`src/sv/otsu_pkg.sv`:
```
`timescale 1ns / 1ps
// ----------------------------------------------------------------------------
// otsu_pkg
// Shared constants and types for the Otsu threshold block.
// ----------------------------------------------------------------------------
package otsu_pkg;

  localparam int unsigned COUNT_LOG2 = 20;
  localparam int unsigned LVL_W      = 8;
  localparam int unsigned LEVELS     = 256;
  localparam int unsigned CNT_W      = COUNT_LOG2 + 1;
  localparam int unsigned SUM_W      = CNT_W + LVL_W;
  localparam int unsigned WPROD_W    = 2 * CNT_W;
  localparam int unsigned DSQ_W      = 2 * LVL_W;
  localparam int unsigned SCORE_W    = WPROD_W + DSQ_W;
  localparam int unsigned STEP_W     = $clog2(LVL_W);

  localparam logic [LVL_W-1:0] LAST_LEVEL = LVL_W'(LEVELS - 2);

  // Request bundle from the controller to the histogram store.
  typedef struct packed {
    logic             acc_valid;
    logic [LVL_W-1:0] acc_addr;
    logic [LVL_W-1:0] rd_addr;
    logic             clr;
  } hist_req_t;

endpackage

```
`src/sv/ot_div.sv`:
```
`timescale 1ns / 1ps
// ----------------------------------------------------------------------------
// ot_div
// Restoring divider, one quotient bit per cycle. The quotient must fit in
// 8 bits (dividend < 256 * divisor), which holds for class means.
// ----------------------------------------------------------------------------
module ot_div (
  input  logic                        clk_i,
  input  logic                        rst_ni,
  input  logic                        start_i,
  input  logic [otsu_pkg::SUM_W-1:0]  dividend_i,
  input  logic [otsu_pkg::CNT_W-1:0]  divisor_i,
  output logic                        done_o,
  output logic [otsu_pkg::LVL_W-1:0]  quot_o
);

  logic                        busy_q;
  logic                        done_q;
  logic [otsu_pkg::STEP_W-1:0] step_q;
  logic [otsu_pkg::SUM_W-1:0]  rem_q, rem_d;
  logic [otsu_pkg::CNT_W-1:0]  dvs_q;
  logic [otsu_pkg::LVL_W-1:0]  quot_q, quot_d;
  logic [otsu_pkg::SUM_W-1:0]  trial;

  assign trial = otsu_pkg::SUM_W'(dvs_q) << step_q;

  always_comb begin
    rem_d  = rem_q;
    quot_d = quot_q;
    if (rem_q >= trial) begin
      rem_d          = rem_q - trial;
      quot_d[step_q] = 1'b1;
    end
  end

  always_ff @(posedge clk_i) begin
    if (start_i) begin
      rem_q  <= dividend_i;
      dvs_q  <= divisor_i;
      quot_q <= '0;
    end else if (busy_q) begin
      rem_q  <= rem_d;
      quot_q <= quot_d;
    end
  end

  always_ff @(posedge clk_i or negedge rst_ni) begin
    if (!rst_ni) begin
      busy_q <= 1'b0;
      done_q <= 1'b0;
      step_q <= '0;
    end else begin
      done_q <= !start_i && busy_q && (step_q == '0);
      if (start_i) begin
        busy_q <= 1'b1;
        step_q <= otsu_pkg::STEP_W'(otsu_pkg::LVL_W - 1);
      end else if (busy_q) begin
        step_q <= step_q - otsu_pkg::STEP_W'(1);
        if (step_q == '0) begin
          busy_q <= 1'b0;
        end
      end
    end
  end

  assign done_o = done_q;
  assign quot_o = quot_q;

  a_no_restart: assert property (@(posedge clk_i) disable iff (!rst_ni)
    start_i |-> !busy_q)
    else $error("divider restarted while busy");

  a_done_after_busy: assert property (@(posedge clk_i) disable iff (!rst_ni)
    done_q |-> $past(busy_q) && !busy_q)
    else $error("divider done without a run");

  a_no_zero_div: assert property (@(posedge clk_i) disable iff (!rst_ni)
    start_i |-> divisor_i != '0)
    else $error("divide by zero");

endmodule

```
`config.mk`:
```
export PLATFORM = sky130hd
export DESIGN_NAME = ot_div
export DESIGN_NICKNAME = d
export VERILOG_FILES = /design/src/sv/otsu_pkg.sv /design/src/sv/ot_div.sv
export SDC_FILE = /design/constraint.sdc
export NUM_CORES = 1
export LEC_CHECK = 0
export BUFFER_PORTS_ARGS = -buffer_cell sky130_fd_sc_hd__buf_2
export CAP_MARGIN = 10
export CORE_ASPECT_RATIO = 1.2
export CORE_UTILIZATION = 50
export CTS_BUF_LIST = sky130_fd_sc_hd__clkbuf_16
export CTS_CLUSTER_SIZE = 20
export DETAILED_ROUTE_END_ITERATION = 8
export GPL_TIMING_DRIVEN = 1
export PLACE_DENSITY = 0.72
export SYNTH_ARGS = -nofsm -noshare
export SYNTH_HDL_FRONTEND = slang
export SYNTH_SLANG_ARGS = --single-unit
```
`constraint.sdc`:
```
create_clock -name clk_i -period 5.35 [get_ports clk_i]
set_input_delay 1.3375 -clock clk_i [delete_from_list [all_inputs] [get_ports clk_i]]
set_output_delay 1.3375 -clock clk_i [all_outputs]
set_load 0.01 [all_outputs]
```
==> out/summary.txt <==
Root Buffer: clkbuf_16
switching power: 1.30 mW
setup repair bufs after CTS: 0
Hold Vio Cnt, Final: 0
Hold Path Class: reg2reg
hold buffers post-CTS: 0
status: finished, final reports clean
most frequent cells after synthesis: nand2_1, edfxtp_1, o21ai_0, a21oi_1, ha_1
Worst Skew: 0.00761 ns
Sink Count: 63
gr usage total: 25.5%
TritonCTS clock tree: yes
via count: 4090
FFs w/ async S/R, synth: 7.94%
number of global-route vias before repair: 3879
vias per std cell: 6.08
Comb power frac: 55.6%
die area: 0.0101 sq mm
DR WL/cell: 18.2 um
Final ANT Viol Nets: 0
Slew HR: 32.0%
CTS Buffer Depth: 2
post-synthesis sequential area ratio: 36.8%
Diodes inserted: 0
initial antenna violation count: 0
Max H-tree Level: 3
post-detail-place hpwl: 9.00 mm
LEAKAGE: 2.37 nW
Post-CTS Resized: 0
Top Ports: 62
top cell type's share of synthesized area: 31.0%
Max Freq: 233 MHz
std cell rows: 39
Yosys reg bits: 63
Worst Tran Pin Value: 1.02 ns
most numerous cell in the Yosys netlist: nand2_1
Total Wirelength: 12.2 mm
Nets: 629
fin util: 57.7%
top_reg_cell synth: edfxtp_1
Synth area leaders: edfxtp_1, ha_1, mux4_2, nand2_1, mux2i_1
Worst EP arrival: 4.54 ns
synthesized area: 0.00485 sq mm
Reg power frac: 27.0%
top sig layer: met4
count of cell types in the netlist: 70
number of port buffers: 61
crit-path max cell delay: 0.76 ns
fin crit share: 80.3%
Post-route DRC: 0
CP endpoint kind: flip-flop
largest net degree at the start of global routing: 75
classification of the worst setup path: reg2reg
routability congestion estimate: 1.01
fin. max-slew vios: 0
EDFF count, synth: 50
Critical Path, Cell by Cell: buf_4, mux2_2, nor2_1, nor3_1, a21oi_1, ha_1, nor3_1, nor3_2, o21ai_1, o211a_1, o311a_1, or3_1, o41ai_4
max cap viols: 0
cell count after synthesis: 497
initial drt markers: 269
crit path launch type: flip-flop
share of post-route cells with drive strength above 1: 21.6%
metal3 WL: 649 um
first-pass GRT wire length: 19.4 mm
RSZ-0062 raised after global routing: no
Horiz. Die Dim: 91.9 um
Synth area leader: edfxtp_1
slowest stage cell, crit path: dfrtp_1
final setup TNS: 0 ns
Setup-failing EPs final: 0
synthesis-to-layout area growth: 12.6%
post-synthesis net count: 581
Internal Dissipation: 1.74 mW
clock latency on the worst-skew pair: 0.34 ns
Synth Warn #: 0
Die H: 110 um
CP delay by family, top: compound AO/OA/AOI/OAI gates
WL met1: 5.05 mm
clock share of power: 17.5%
Syn Area/Cell: 9.76 sq um
fin crit period: 4.30 ns
met2 WL post-DR: 6.05 mm
Pwr Density: 556 mW/mm^2
total CTS buffers: 9
DR pass1 iterations: 4
Initial Util: 51.2%
IR drop worst, VDD: 0.000249 V
CP dominant cell by count: nor3_1
core area: 0.00947 sq mm
grt ovf: 0
clk slew on worst S/H paths: 0.05 ns
Buf/Inv on CP: 1
Switching Share: 42.7%
worst-path fanout max: 18
Worst Path Required: 5.59 ns
[kinds of logic after synthesis]
| family | Yosys count | share of synthesized area (%) |
|---|---|---|
| AND/OR/NAND/NOR | 155 | 15.7 |
| AO/OA/AOI/OAI | 146 | 20.3 |
| flip-flops | 63 | 36.8 |
| buffers and inverters | 45 | 4.57 |
| multiplexers | 41 | 11.5 |
| adder cells (fa/ha/maj) | 31 | 8.15 |
| XOR/XNOR | 16 | 2.89 |
[state kept, by name (all words and copies together), names as in the netlist]
name and cells:
dvs_q 21, quot_o 8, done_o 1, busy_q 1
rem_q 29, step_q 3
[cell type report]
class                      count  area [sq um]
fill                         841          4010
multi-input combinational    389          2850
sequential                    63          1790
timing repair buffer          67           350
clock buffer                   9           225
tap                          123           154
inverter                      15          56.3
clock inverter                 7          41.3
[stage by stage]
| step | hold slack (ns) | setup slack [ns] | std cells | cell area [sq um] | power, mW |
|---|---|---|---|---|---|
| floorplan | 0.489 | 0.536 | 497 | 4850 | 2.11 |
| global placement | 0.441 | 1.32 | 657 | 5190 | 2.45 |
| detailed placement | 0.453 | 1.16 | 657 | 5190 | 2.48 |
| CTS | 0.469 | 1.15 | 673 | 5460 | 3.03 |
| global route | 0.482 | 0.684 | 673 | 5460 | 3.28 |
| finish | 0.464 | 1.05 | 673 | 5460 | 3.04 |
[power groups by stage]
| stage | sequential (mW) | clock [mW] | combinational, mW |
|---|---|---|---|
| 2_1_floorplan | 0.796 | 0 | 1.32 |
| 3_3_place_gp | 0.820 | 0 | 1.63 |
| 3_5_place_dp | 0.827 | 0 | 1.65 |
| 4_1_cts | 0.819 | 0.541 | 1.67 |
| 5_1_grt | 0.832 | 0.558 | 1.89 |
| 6_report | 0.818 | 0.531 | 1.69 |
[layer usage]
metal	vias to the layer above	GRT usage (%)
li1	1987	-
met1	1924	30.3
met2	148	44.3
met3	31	4.29
met4	0	13.8
met5	-	0
[cell usage in the layout (no fill, tap or decap), drive strengths merged, types with 10 or more instances in the layout]
cell / synthesis / final
ha: 30 / 30
inv: 15 / 16
edfxtp: 50 / 50
buf: 15 / 67
nor3: 12 / 12
nor2: 29 / 29
nand2: 59 / 59
a21o: 11 / 11
mux4: 11 / 11
nand3: 11 / 11
mux2i: 22 / 22
and3: 10 / 10
a21oi: 32 / 32
o21ai: 43 / 43
[worst register-to-register path, cell delays in order, from the launching register on]
cell and delay [ns]:
dfrtp_1 0.76, buf_4 0.33, mux2_2 0.37, nor2_1 0.12, nor3_1 0.07, a21oi_1 0.32
ha_1 0.35, nor3_1 0.11, nor3_2 0.18, o21ai_1 0.12, o211a_1 0.27, o311a_1 0.39
or3_1 0.56, o41ai_4 0.26
[worst paths after layout]
kind | from | depth (start not counted) | slack (ns) | endpoint
min reg2reg | quot_o[5] | 1 | 0.46 | quot_o[5]
min in group asynchronous | rst_ni | 1 | 0.80 | busy_q
max reg2reg | step_q[1] | 13 | 1.05 | quot_o[2]
max | step_q[1] | 13 | 1.05 | quot_o[2]
min | quot_o[5] | 1 | 0.46 | quot_o[5]
max in group asynchronous | rst_ni | 1 | 4.42 | step_q[1]
Power figures use the tool's default switching activity.
